===== config.mk =====
export PLATFORM = sky130hd
export DESIGN_NAME = clock_synth_frequency_planner
export DESIGN_NICKNAME = d
export VERILOG_FILES = /design/src/design/csfp_pkg.sv /design/src/design/csfp_front.sv /design/src/design/csfp_fifo.sv /design/src/design/csfp_div.sv /design/src/design/csfp_back.sv /design/src/design/clock_synth_frequency_planner.sv
export SDC_FILE = /design/constraint.sdc
export NUM_CORES = 2
export LEC_CHECK = 0
export ABC_AREA = 1
export BUFFER_PORTS_ARGS = -buffer_cell sky130_fd_sc_hd__clkbuf_2
export CORE_MARGIN = 4
export CORE_UTILIZATION = 30
export CTS_CLUSTER_SIZE = 8
export DETAILED_ROUTE_END_ITERATION = 16
export SLEW_MARGIN = 20
export SYNTH_ARGS = -nofsm -noshare
export SYNTH_HDL_FRONTEND = slang
export SYNTH_SLANG_ARGS = --single-unit

===== constraint.sdc =====
create_clock -name clk -period 7.3 [get_ports clk]
set_clock_uncertainty 0.05 [all_clocks]
set_input_delay 1.825 -clock clk [delete_from_list [all_inputs] [get_ports clk]]
set_output_delay 1.825 -clock clk [all_outputs]
set_load 0.05 [all_outputs]

===== src/design/csfp_pkg.sv =====
// Shared types and constants for the clock synthesizer frequency planner.
package csfp_pkg;

    localparam int FreqW     = 28;
    localparam int XtalW     = 26;
    localparam int DivNumW   = 46;
    localparam int DivDenW   = 28;
    localparam int DivCntW   = 6;
    localparam int IdxW      = 5;

    localparam logic [FreqW-1:0]   MinFreq    = 28'd7813;
    localparam logic [FreqW-1:0]   MaxFreq    = 28'd225000000;
    localparam logic [FreqW-1:0]   OneMhz     = 28'd1000000;
    localparam logic [XtalW-1:0]   XtalMin    = 26'd10000000;
    localparam logic [XtalW-1:0]   XtalReset  = 26'd27000000;
    localparam logic [DivNumW-1:0] VcoMaxHz   = 46'd900000000;
    localparam logic [19:0]        FracDenom  = 20'd1048575;
    localparam logic [7:0]         PllResetReg = 8'd177;
    localparam logic [IdxW-1:0]    LastIdx    = 5'd17;

    typedef struct packed {
        logic             chan_b;
        logic             zero;
        logic [FreqW-1:0] freq;
    } item_t;

    typedef struct packed {
        logic full;
        logic empty;
    } fifo_status_t;

    typedef struct packed {
        logic               start;
        logic [DivNumW-1:0] dividend;
        logic [DivDenW-1:0] divisor;
    } div_req_t;

    typedef struct packed {
        logic               busy;
        logic               done;
        logic [DivNumW-1:0] quotient;
        logic [DivDenW-1:0] remainder;
    } div_rsp_t;

    typedef enum logic [3:0] {
        ST_IDLE,
        ST_DOUBLE,
        ST_DIV_VCO,
        ST_MUL,
        ST_DIV_PLL,
        ST_MUL_NUM,
        ST_DIV_NUM,
        ST_EMIT
    } state_t;

endpackage


===== src/design/csfp_front.sv =====
// Front end: accepts requests, classifies them and clamps the frequency.
module csfp_front (
    input  logic                        s_tvalid,
    output logic                        s_tready,
    input  logic [31:0]                 s_tdata,    // command, freq_hz
    input  csfp_pkg::fifo_status_t      status,
    output logic                        push,
    output csfp_pkg::item_t             item
);
    logic [csfp_pkg::FreqW-1:0] freq_in;

    assign freq_in  = s_tdata[csfp_pkg::FreqW:1];
    assign s_tready = !status.full;
    assign push     = s_tvalid && !status.full;

    always_comb
    begin
        item.chan_b = s_tdata[0];
        item.zero   = (freq_in == '0);
        if (freq_in < csfp_pkg::MinFreq)
        begin
            item.freq = csfp_pkg::MinFreq;
        end
        else if (freq_in > csfp_pkg::MaxFreq)
        begin
            item.freq = csfp_pkg::MaxFreq;
        end
        else
        begin
            item.freq = freq_in;
        end
    end
endmodule


===== src/design/csfp_fifo.sv =====
// Two-entry queue between the front end and the sequencer.
module csfp_fifo (
    input  logic                   clk,
    input  logic                   rst_n,
    input  logic                   push,
    input  csfp_pkg::item_t        wr_item,
    input  logic                   pop,
    output csfp_pkg::item_t        rd_item,
    output csfp_pkg::fifo_status_t status
);
    csfp_pkg::item_t mem_reg [2];
    logic            wr_ptr_reg, wr_ptr_next;
    logic            rd_ptr_reg, rd_ptr_next;
    logic [1:0]      count_reg, count_next;

    assign status.full  = (count_reg == 2'd2);
    assign status.empty = (count_reg == 2'd0);
    assign rd_item      = mem_reg[rd_ptr_reg];

    always_comb
    begin
        wr_ptr_next = wr_ptr_reg ^ push;
        rd_ptr_next = rd_ptr_reg ^ pop;
        count_next  = count_reg + {1'b0, push} - {1'b0, pop};
    end

    always_ff @(posedge clk or negedge rst_n)
    begin
        if (!rst_n)
        begin
            wr_ptr_reg <= 1'b0;
            rd_ptr_reg <= 1'b0;
            count_reg  <= 2'd0;
        end
        else
        begin
            wr_ptr_reg <= wr_ptr_next;
            rd_ptr_reg <= rd_ptr_next;
            count_reg  <= count_next;
        end
    end

    always_ff @(posedge clk)
    begin
        if (push)
        begin
            mem_reg[wr_ptr_reg] <= wr_item;
        end
    end
endmodule


===== src/design/csfp_div.sv =====
// Restoring divider producing one quotient bit per cycle.
module csfp_div (
    input  logic                clk,
    input  logic                rst_n,
    input  csfp_pkg::div_req_t  req,
    output csfp_pkg::div_rsp_t  rsp
);
    logic                          busy_reg, busy_next;
    logic [csfp_pkg::DivCntW-1:0]  cnt_reg, cnt_next;
    logic [csfp_pkg::DivNumW-1:0]  quo_reg, quo_next;
    logic [csfp_pkg::DivDenW-1:0]  rem_reg, rem_next;
    logic [csfp_pkg::DivDenW-1:0]  den_reg, den_next;
    logic [csfp_pkg::DivDenW:0]    trial;
    logic                          fits;
    logic [csfp_pkg::DivNumW-1:0]  quo_step;
    logic [csfp_pkg::DivDenW-1:0]  rem_step;
    logic                          done;

    assign trial    = {rem_reg, quo_reg[csfp_pkg::DivNumW-1]};
    assign fits     = (trial >= {1'b0, den_reg});
    assign quo_step = {quo_reg[csfp_pkg::DivNumW-2:0], fits};
    assign rem_step = fits ? csfp_pkg::DivDenW'(trial - {1'b0, den_reg})
                           : trial[csfp_pkg::DivDenW-1:0];
    assign done     = busy_reg &&
                      (cnt_reg == csfp_pkg::DivCntW'(csfp_pkg::DivNumW - 1));

    assign rsp.busy      = busy_reg;
    assign rsp.done      = done;
    assign rsp.quotient  = quo_step;
    assign rsp.remainder = rem_step;

    always_comb
    begin
        busy_next = busy_reg;
        cnt_next  = cnt_reg;
        quo_next  = quo_reg;
        rem_next  = rem_reg;
        den_next  = den_reg;
        if (req.start)
        begin
            busy_next = 1'b1;
            cnt_next  = '0;
            quo_next  = req.dividend;
            rem_next  = '0;
            den_next  = req.divisor;
        end
        else if (busy_reg)
        begin
            quo_next = quo_step;
            rem_next = rem_step;
            cnt_next = cnt_reg + 1'b1;
            if (done)
            begin
                busy_next = 1'b0;
            end
        end
    end

    always_ff @(posedge clk or negedge rst_n)
    begin
        if (!rst_n)
        begin
            busy_reg <= 1'b0;
            cnt_reg  <= '0;
        end
        else
        begin
            busy_reg <= busy_next;
            cnt_reg  <= cnt_next;
        end
    end

    always_ff @(posedge clk)
    begin
        quo_reg <= quo_next;
        rem_reg <= rem_next;
        den_reg <= den_next;
    end
endmodule


===== src/design/csfp_back.sv =====
// Sequencer: computes the frequency plan and emits the register writes.
module csfp_back (
    input  logic                        clk,
    input  logic                        rst_n,
    input  logic [csfp_pkg::XtalW-1:0]  crystal_hz,
    input  csfp_pkg::fifo_status_t      status,
    input  csfp_pkg::item_t             item,
    output logic                        pop,
    output csfp_pkg::div_req_t          div_req,
    input  csfp_pkg::div_rsp_t          div_rsp,
    output logic                        m_tvalid,
    input  logic                        m_tready,
    output logic [15:0]                 m_tdata,
    output logic                        m_tlast
);
    csfp_pkg::state_t               state_reg, state_next;
    logic                           chan_reg, chan_next;
    logic                           zero_reg, zero_next;
    logic [csfp_pkg::FreqW-1:0]     f_reg, f_next;
    logic [2:0]                     rdiv_reg, rdiv_next;
    logic [9:0]                     divider_reg, divider_next;
    logic [7:0]                     mult_reg, mult_next;
    logic [csfp_pkg::XtalW-1:0]     rem_reg, rem_next;
    logic [6:0]                     t_reg, t_next;
    logic [19:0]                    p2_reg, p2_next;
    logic [csfp_pkg::IdxW-1:0]      idx_reg, idx_next;
    logic                           ov_reg, ov_next;
    logic [7:0]                     oaddr_reg, oaddr_next;
    logic [7:0]                     odata_reg, odata_next;
    logic                           olast_reg, olast_next;

    logic [csfp_pkg::XtalW-1:0]     xtal;
    logic                           dbl;
    logic                           out_ok;
    logic [37:0]                    pll_prod;
    logic [45:0]                    num_prod;
    logic [17:0]                    pll_p1;
    logic [17:0]                    ms_p1;
    logic [7:0]                     pll_base, ms_base, ctrl_reg, byte_addr, byte_data;
    logic [19:0]                    num_q;
    logic [20:0]                    t_sum;
    logic                           t_carry;

    assign xtal     = (crystal_hz < csfp_pkg::XtalMin) ? csfp_pkg::XtalMin : crystal_hz;
    assign dbl      = chan_reg ? (f_reg <= csfp_pkg::OneMhz) : (f_reg < csfp_pkg::OneMhz);
    assign out_ok   = !ov_reg || m_tready;
    assign pll_prod = divider_reg * f_reg;
    assign num_prod = rem_reg * csfp_pkg::FracDenom;
    assign pll_p1   = {3'b000, mult_reg, 7'b0000000} + {11'd0, t_reg} - 18'd512;
    assign ms_p1    = {1'b0, divider_reg, 7'b0000000} - 18'd512;
    assign pll_base = chan_reg ? 8'd34 : 8'd26;
    assign ms_base  = chan_reg ? 8'd58 : 8'd42;
    assign ctrl_reg = chan_reg ? 8'd18 : 8'd16;

    // Division of 128 * num by 2^20 - 1: the high part plus one more when the folded low part
    // reaches the denominator; the folded sum less that correction is the remainder.
    assign num_q    = div_rsp.quotient[19:0];
    assign t_sum    = {1'b0, num_q[12:0], 7'b0000000} + {14'd0, num_q[19:13]};
    assign t_carry  = (t_sum >= {1'b0, csfp_pkg::FracDenom});

    assign m_tvalid = ov_reg;
    assign m_tdata  = {odata_reg, oaddr_reg};
    assign m_tlast  = olast_reg;

    always_comb
    begin
        byte_addr = pll_base + {3'b000, idx_reg};
        byte_data = 8'h00;
        unique case (idx_reg)
            5'd0, 5'd1: byte_data = 8'hFF;
            5'd2:  byte_data = {6'b0, pll_p1[17:16]};
            5'd3:  byte_data = pll_p1[15:8];
            5'd4:  byte_data = pll_p1[7:0];
            5'd5:  byte_data = {4'hF, p2_reg[19:16]};
            5'd6:  byte_data = p2_reg[15:8];
            5'd7:  byte_data = p2_reg[7:0];
            5'd8, 5'd9, 5'd10, 5'd11, 5'd12, 5'd13, 5'd14, 5'd15:
            begin
                byte_addr = ms_base + {3'b000, idx_reg} - 8'd8;
                if (idx_reg == 5'd9)
                begin
                    byte_data = 8'h01;
                end
                else if (idx_reg == 5'd10)
                begin
                    byte_data = {1'b0, rdiv_reg, 2'b00, ms_p1[17:16]};
                end
                else if (idx_reg == 5'd11)
                begin
                    byte_data = ms_p1[15:8];
                end
                else if (idx_reg == 5'd12)
                begin
                    byte_data = ms_p1[7:0];
                end
            end
            5'd16:
            begin
                byte_addr = csfp_pkg::PllResetReg;
                byte_data = chan_reg ? 8'h80 : 8'h20;
            end
            default:
            begin
                byte_addr = ctrl_reg;
                byte_data = zero_reg ? 8'h80 : (chan_reg ? 8'h6C : 8'h4F);
            end
        endcase
    end

    always_comb
    begin
        state_next   = state_reg;
        chan_next    = chan_reg;
        zero_next    = zero_reg;
        f_next       = f_reg;
        rdiv_next    = rdiv_reg;
        divider_next = divider_reg;
        mult_next    = mult_reg;
        rem_next     = rem_reg;
        t_next       = t_reg;
        p2_next      = p2_reg;
        idx_next     = idx_reg;
        ov_next      = ov_reg && !m_tready;
        oaddr_next   = oaddr_reg;
        odata_next   = odata_reg;
        olast_next   = olast_reg;
        pop          = 1'b0;
        div_req      = '0;
        unique case (state_reg)
            csfp_pkg::ST_IDLE:
            begin
                if (!status.empty)
                begin
                    pop       = 1'b1;
                    chan_next = item.chan_b;
                    zero_next = item.zero;
                    f_next    = item.freq;
                    rdiv_next = 3'd0;
                    if (item.zero)
                    begin
                        idx_next   = csfp_pkg::LastIdx;
                        state_next = csfp_pkg::ST_EMIT;
                    end
                    else
                    begin
                        state_next = csfp_pkg::ST_DOUBLE;
                    end
                end
            end
            csfp_pkg::ST_DOUBLE:
            begin
                if (dbl)
                begin
                    f_next    = {f_reg[csfp_pkg::FreqW-2:0], 1'b0};
                    rdiv_next = rdiv_reg + 3'd1;
                end
                else
                begin
                    div_req.start    = 1'b1;
                    div_req.dividend = csfp_pkg::VcoMaxHz;
                    div_req.divisor  = f_reg;
                    state_next       = csfp_pkg::ST_DIV_VCO;
                end
            end
            csfp_pkg::ST_DIV_VCO:
            begin
                if (div_rsp.done)
                begin
                    divider_next = {div_rsp.quotient[9:1], 1'b0};
                    state_next   = csfp_pkg::ST_MUL;
                end
            end
            csfp_pkg::ST_MUL:
            begin
                div_req.start    = 1'b1;
                div_req.dividend = {16'd0, pll_prod[29:0]};
                div_req.divisor  = {2'b00, xtal};
                state_next       = csfp_pkg::ST_DIV_PLL;
            end
            csfp_pkg::ST_DIV_PLL:
            begin
                if (div_rsp.done)
                begin
                    mult_next  = div_rsp.quotient[7:0];
                    rem_next   = div_rsp.remainder[csfp_pkg::XtalW-1:0];
                    state_next = csfp_pkg::ST_MUL_NUM;
                end
            end
            csfp_pkg::ST_MUL_NUM:
            begin
                div_req.start    = 1'b1;
                div_req.dividend = num_prod;
                div_req.divisor  = {2'b00, xtal};
                state_next       = csfp_pkg::ST_DIV_NUM;
            end
            csfp_pkg::ST_DIV_NUM:
            begin
                if (div_rsp.done)
                begin
                    t_next     = num_q[19:13] + {6'd0, t_carry};
                    p2_next    = t_carry ? 20'(t_sum - {1'b0, csfp_pkg::FracDenom})
                                         : t_sum[19:0];
                    idx_next   = '0;
                    state_next = csfp_pkg::ST_EMIT;
                end
            end
            default:
            begin
                if (out_ok)
                begin
                    ov_next    = 1'b1;
                    oaddr_next = byte_addr;
                    odata_next = byte_data;
                    olast_next = (idx_reg == csfp_pkg::LastIdx);
                    if (idx_reg == csfp_pkg::LastIdx)
                    begin
                        state_next = csfp_pkg::ST_IDLE;
                    end
                    else
                    begin
                        idx_next = idx_reg + 1'b1;
                    end
                end
            end
        endcase
    end

    always_ff @(posedge clk or negedge rst_n)
    begin
        if (!rst_n)
        begin
            state_reg <= csfp_pkg::ST_IDLE;
            ov_reg    <= 1'b0;
            idx_reg   <= '0;
        end
        else
        begin
            state_reg <= state_next;
            ov_reg    <= ov_next;
            idx_reg   <= idx_next;
        end
    end

    always_ff @(posedge clk)
    begin
        chan_reg    <= chan_next;
        zero_reg    <= zero_next;
        f_reg       <= f_next;
        rdiv_reg    <= rdiv_next;
        divider_reg <= divider_next;
        mult_reg    <= mult_next;
        rem_reg     <= rem_next;
        t_reg       <= t_next;
        p2_reg      <= p2_next;
        oaddr_reg   <= oaddr_next;
        odata_reg   <= odata_next;
        olast_reg   <= olast_next;
    end
endmodule


===== src/design/clock_synth_frequency_planner.sv =====
// Top level of the clock synthesizer frequency planner.
// Each request transaction yields 18 register-write transactions, or one power-down write
// for a zero frequency. A request passes through the sequencer in order: it is taken from
// the queue, its frequency is doubled up to seven times, the divider is started, three passes
// run through the shared bit-serial divider with a multiply state before each of the last two,
// and the 18 writes are emitted. The crystal register must be written only while the block
// is idle.
module clock_synth_frequency_planner (
    input  logic        clk,
    input  logic        rst_n,
    input  logic        cfg_we,
    input  logic [25:0] cfg_wdata,   // crystal_hz
    input  logic        s_tvalid,
    output logic        s_tready,
    input  logic [31:0] s_tdata,     // command, freq_hz
    output logic        m_tvalid,
    input  logic        m_tready,
    output logic [15:0] m_tdata,     // reg_address, reg_data
    output logic        m_tlast
);
    logic [csfp_pkg::XtalW-1:0]  crystal_reg, crystal_next;
    logic                        push, pop;
    csfp_pkg::item_t             wr_item, rd_item;
    csfp_pkg::fifo_status_t      status;
    csfp_pkg::div_req_t          div_req;
    csfp_pkg::div_rsp_t          div_rsp;

    assign crystal_next = cfg_we ? cfg_wdata : crystal_reg;

    always_ff @(posedge clk or negedge rst_n)
    begin
        if (!rst_n)
        begin
            crystal_reg <= csfp_pkg::XtalReset;
        end
        else
        begin
            crystal_reg <= crystal_next;
        end
    end

    csfp_front u_front (
        .s_tvalid (s_tvalid),
        .s_tready (s_tready),
        .s_tdata  (s_tdata),
        .status   (status),
        .push     (push),
        .item     (wr_item)
    );

    csfp_fifo u_fifo (
        .clk     (clk),
        .rst_n   (rst_n),
        .push    (push),
        .wr_item (wr_item),
        .pop     (pop),
        .rd_item (rd_item),
        .status  (status)
    );

    csfp_div u_div (
        .clk   (clk),
        .rst_n (rst_n),
        .req   (div_req),
        .rsp   (div_rsp)
    );

    csfp_back u_back (
        .clk        (clk),
        .rst_n      (rst_n),
        .crystal_hz (crystal_reg),
        .status     (status),
        .item       (rd_item),
        .pop        (pop),
        .div_req    (div_req),
        .div_rsp    (div_rsp),
        .m_tvalid   (m_tvalid),
        .m_tready   (m_tready),
        .m_tdata    (m_tdata),
        .m_tlast    (m_tlast)
    );

`ifndef SYNTHESIS
    a_no_overflow: assert property (@(posedge clk) disable iff (!rst_n)
        push |-> !status.full)
        else $error("Queue written while full.");

    a_no_underflow: assert property (@(posedge clk) disable iff (!rst_n)
        pop |-> !status.empty)
        else $error("Queue read while empty.");

    a_div_start: assert property (@(posedge clk) disable iff (!rst_n)
        div_req.start |-> (!div_rsp.busy || div_rsp.done))
        else $error("Divider restarted in the middle of a division.");

    a_div_done: assert property (@(posedge clk) disable iff (!rst_n)
        div_rsp.done |=> !div_rsp.busy || $past(div_req.start))
        else $error("Divider kept running after completion.");
`endif
endmodule


==> summary.md <==
| Metric | Value |
|---|---|
| Post-synth top area cell | `fa_1` |
| Die X | `343 um` |
| Sequential fraction of the synthesis area | `27.6%` |
| PD cells | `120 nW/um^2` |
| Global-route usage over all layers | `16.8%` |
| Clk Latency, worst-skew pair | `0.58 ns` |
| DR vias | `26,400` |
| Global-route wire length before repair | `154 mm` |
| Max_slew headroom | `25.9%` |
| Total CTS buffers | `48` |
| Measured slew at the worst slew-check pin | `1.11 ns` |
| Min Tclk post-route | `7.02 ns` |
| XOR/XNOR Fraction of Synth Area | `1.38%` |
| Largest family of logic cells by synthesized area | `adder cells` |
| Asr flop ratio synth | `14.1%` |
| Largest net degree at the start of global routing | `54` |
| Finished Core Util | `33.6%` |
| Period Utilization, post-route | `96.1%` |
| Adder-cell share of the synthesized area | `33.1%` |
| Fmax | `143 MHz` |
| Initial Util | `30.4%` |
| Crit-path max FO | `5` |
| Tot Pwr | `0.00449 W` |
| Vias in the first global route | `27,000` |
| Buf/Inv on CP | `5` |
| Via density per instance | `4.73` |
| DP Cell Count | `5,473` |
| Non-Filler Instances | `5,575` |
| Max incr delay on CP | `0.74 ns` |
| Cell Area, Synth | `33,700 sq um` |
| CP max-delay cell | `fa_1` |
| Clock Tree Root | `clkbuf_16` |
| Max VDD drop | `182 uV` |
| CTS Sinks | `327` |
| Hold-fix buffers, CTS | `0` |
| GPL Wtd Cong | `0.928` |
| DIE AREA | `118,000 sq um` |
| TritonRoute pass-1 iters | `6` |
| Library cells used by synthesis | `63` |
| Layout cells sized above 1 | `6.73%` |
| Worst hold path type | `flop to flop` |
| CP Class | `flop to flop` |
| Status | `completed` |
| Synth-to-Final Area Change | `10.8%` |
| Buffers on Ports | `78` |
| Synthesized flop and latch total | `327` |
| Fin nets | `4,749` |
| EDFF count, synth | `253` |
| Rows | `122` |
| CTS max path bufs | `3` |
| Worst-path clk slew | `0.05 ns` |
| Max reg flops | `60` |
| Dpl hpwl | `80.7 mm` |
| WL/cell | `17.5 um` |
| Startpoint Class | `flop` |
| Top delay family on crit path | `adder cells` |
| Initial antenna violation count | `2` |
| Main synth FF type | `edfxtp_1` |
| WL final | `97.8 mm` |
| CP endpoint kind | `flop` |
| WP data arrival | `7.27 ns` |
| # IOs | `82` |
| Endpoints failing setup | `0` |
| Max cap viols | `0` |
| Fin. max-slew vios | `0` |
| Simple-gate portion of the synthesized area | `18.1%` |
| Synth warn | `0` |
| Syn Inst Count | `3,977` |
| Top-area cell type share of the netlist area | `25.0%` |
| GRT Residual Overflow | `0` |
| Main area contributors after synthesis | `fa_1 (25%), edfxtp_1 (23%), inv_1 (9.6%), nand2_1 (9.5%), ha_1 (8.1%)` |
| P_leak | `18.2 nW` |
| Crit-path most repeated cell | `fa_1` |
| Die Y | `343 um` |
| Worst Path Required | `7.55 ns` |
| Hold Vio Cnt, Final | `0` |
| Setup WS post-layout | `0.285 ns` |
| Post-synthesis mux area share | `0.389%` |
| Drt drc | `0` |
| Setup WS pre-CTS | `0.267 ns` |
| Syn avg cell area | `8.49 sq um` |
| CTS tree | `done` |
| H-tree Lvls | `2` |
| Initial DRC count | `2,091` |
| Post-synthesis net count | `4,680` |
| Antenna viol nets, final | `0` |
| Compound-Gate Fraction of Synth Area | `8.29%` |
| Worst-path cell chain | `fa_1, inv_1, fa_1, fa_1, inv_1, fa_1, fa_1, fa_1, inv_1, fa_1, inv_1, ha_1, nand2_1, o21ai_0, a21oi_2, o21ai_1, inv_1, nand2_1, nand2_1, nand2_1, nand2_1, nand3_1, nand2_1` |
| Core area | `111,000 sq um` |
## path summary, 6_finish.rpt
path                                   start           endpoint  slack, ns  cells after the start
max                        u_back.rem_reg[3]  u_div.quo_reg[37]       0.28                     23
min                        u_div.rem_reg[23]  u_div.rem_reg[23]       0.42                      2
max reg2reg                u_back.rem_reg[3]  u_div.quo_reg[37]       0.28                     23
min reg2reg                u_div.rem_reg[23]  u_div.rem_reg[23]       0.42                      2
max in group asynchronous              rst_n  u_back.idx_reg[2]       5.40                      2
min in group asynchronous              rst_n     crystal_reg[8]       1.33                      2
## Yosys cell counts, types with 21 or more instances
| library cell | number |
|---|---|
| a21oi_1 | 147 |
| clkbuf_1 | 73 |
| dfrtp_1 | 32 |
| dfxtp_1 | 28 |
| edfxtp_1 | 253 |
| fa_1 | 421 |
| ha_1 | 219 |
| inv_1 | 863 |
| nand2_1 | 855 |
| nand3_1 | 156 |
| nand4_1 | 36 |
| nor2_1 | 311 |
| nor3_1 | 37 |
| nor4_1 | 21 |
| o21ai_0 | 198 |
| o21ai_1 | 31 |
| o31ai_1 | 27 |
| or2_2 | 27 |
| xnor2_1 | 22 |
| xor2_1 | 31 |
## cell families (layout without fill, tap and decap cells)
family | count (synthesis) | count (layout)
AOI/OAI and AO/OA | 495 | 495
xor gates and xnor gates | 53 | 53
adders and majority gates | 640 | 640
DFF | 327 | 327
muxes | 12 | 12
buffers and inverters | 977 | 1086
other | 0 | 1
and+or+nand+nor | 1473 | 1473
## worst reg2reg max path, delay by kind of cell (launching register included)
family                   cells  cell delay (ns)
AND/OR/NAND/NOR              7             0.59
adder cells (fa/ha/maj)      8             4.38
flip-flops                   1             0.59
AO/OA/AOI/OAI                3             0.81
buffers and inverters        5             0.35
## through the flow
stage                     hold slack, ns  setup TNS (ns)  cell area (sq um)
after floorplan                    0.392               0              33700
after global placement             0.411               0              35800
after detailed placement           0.414               0              35800
after CTS                          0.421               0              37300
after global routing               0.435         -0.0227              37400
final                              0.424               0              37400
## repair_timing
action / CTS / global route
endpoints found under the setup margin: 0 / 12
setup buffers: 0 / 11
resized for setup: 0 / 12
## cell type report
cell class / count / area (sq um)
fill: 11700 / 73700
multi-input combinational: 2673 / 20700
sequential: 327 / 9330
inverter: 874 / 3290
tap: 1488 / 1860
clock buffer: 85 / 1380
timing repair buffer: 122 / 741
clock inverter: 5 / 57.6
antenna: 1 / 2.50
## power by group
group / internal [W] / switching, W / total (W)
sequential: 0.00212 / 0.0000314 / 0.00215
combinational: 0.0000668 / 0.000144 / 0.000210
clock: 0.00130 / 0.000821 / 0.00212
total: 0.00349 / 0.000996 / 0.00449
## cells in the final DEF (no fill, tap or decap), types with 13 or more instances in the layout
cell,netlist,layout
xor2_1,31,31
clkbuf_2,2,78
or2_2,27,27
a31oi_1,13,13
clkbuf_1,73,34
dfxtp_1,28,28
buf_4,3,42
dfstp_2,14,14
inv_1,863,861
xnor2_1,22,22
o21ai_1,31,33
edfxtp_1,253,253
nor2_1,311,306
nand3_1,156,155
nand2_1,855,855
fa_1,421,419
ha_1,219,219
nand4_1,36,36
o211ai_1,15,15
clkbuf_16,0,49
o21ai_0,198,196
o21bai_1,17,17
a21oi_1,147,145
dfrtp_1,32,32
o31ai_1,27,27
nor3_1,37,34
nor4_1,21,20
## layer usage
layer	vias to the layer above	track usage (%)	wire [um]
met3	114	2.40	6280
li1	12600	-	-
met5	-	0	13
met4	2	3.29	1970
met1	12800	24.2	45300
met2	790	27.0	44300
Note: power is estimated with default switching activity, not from simulation.
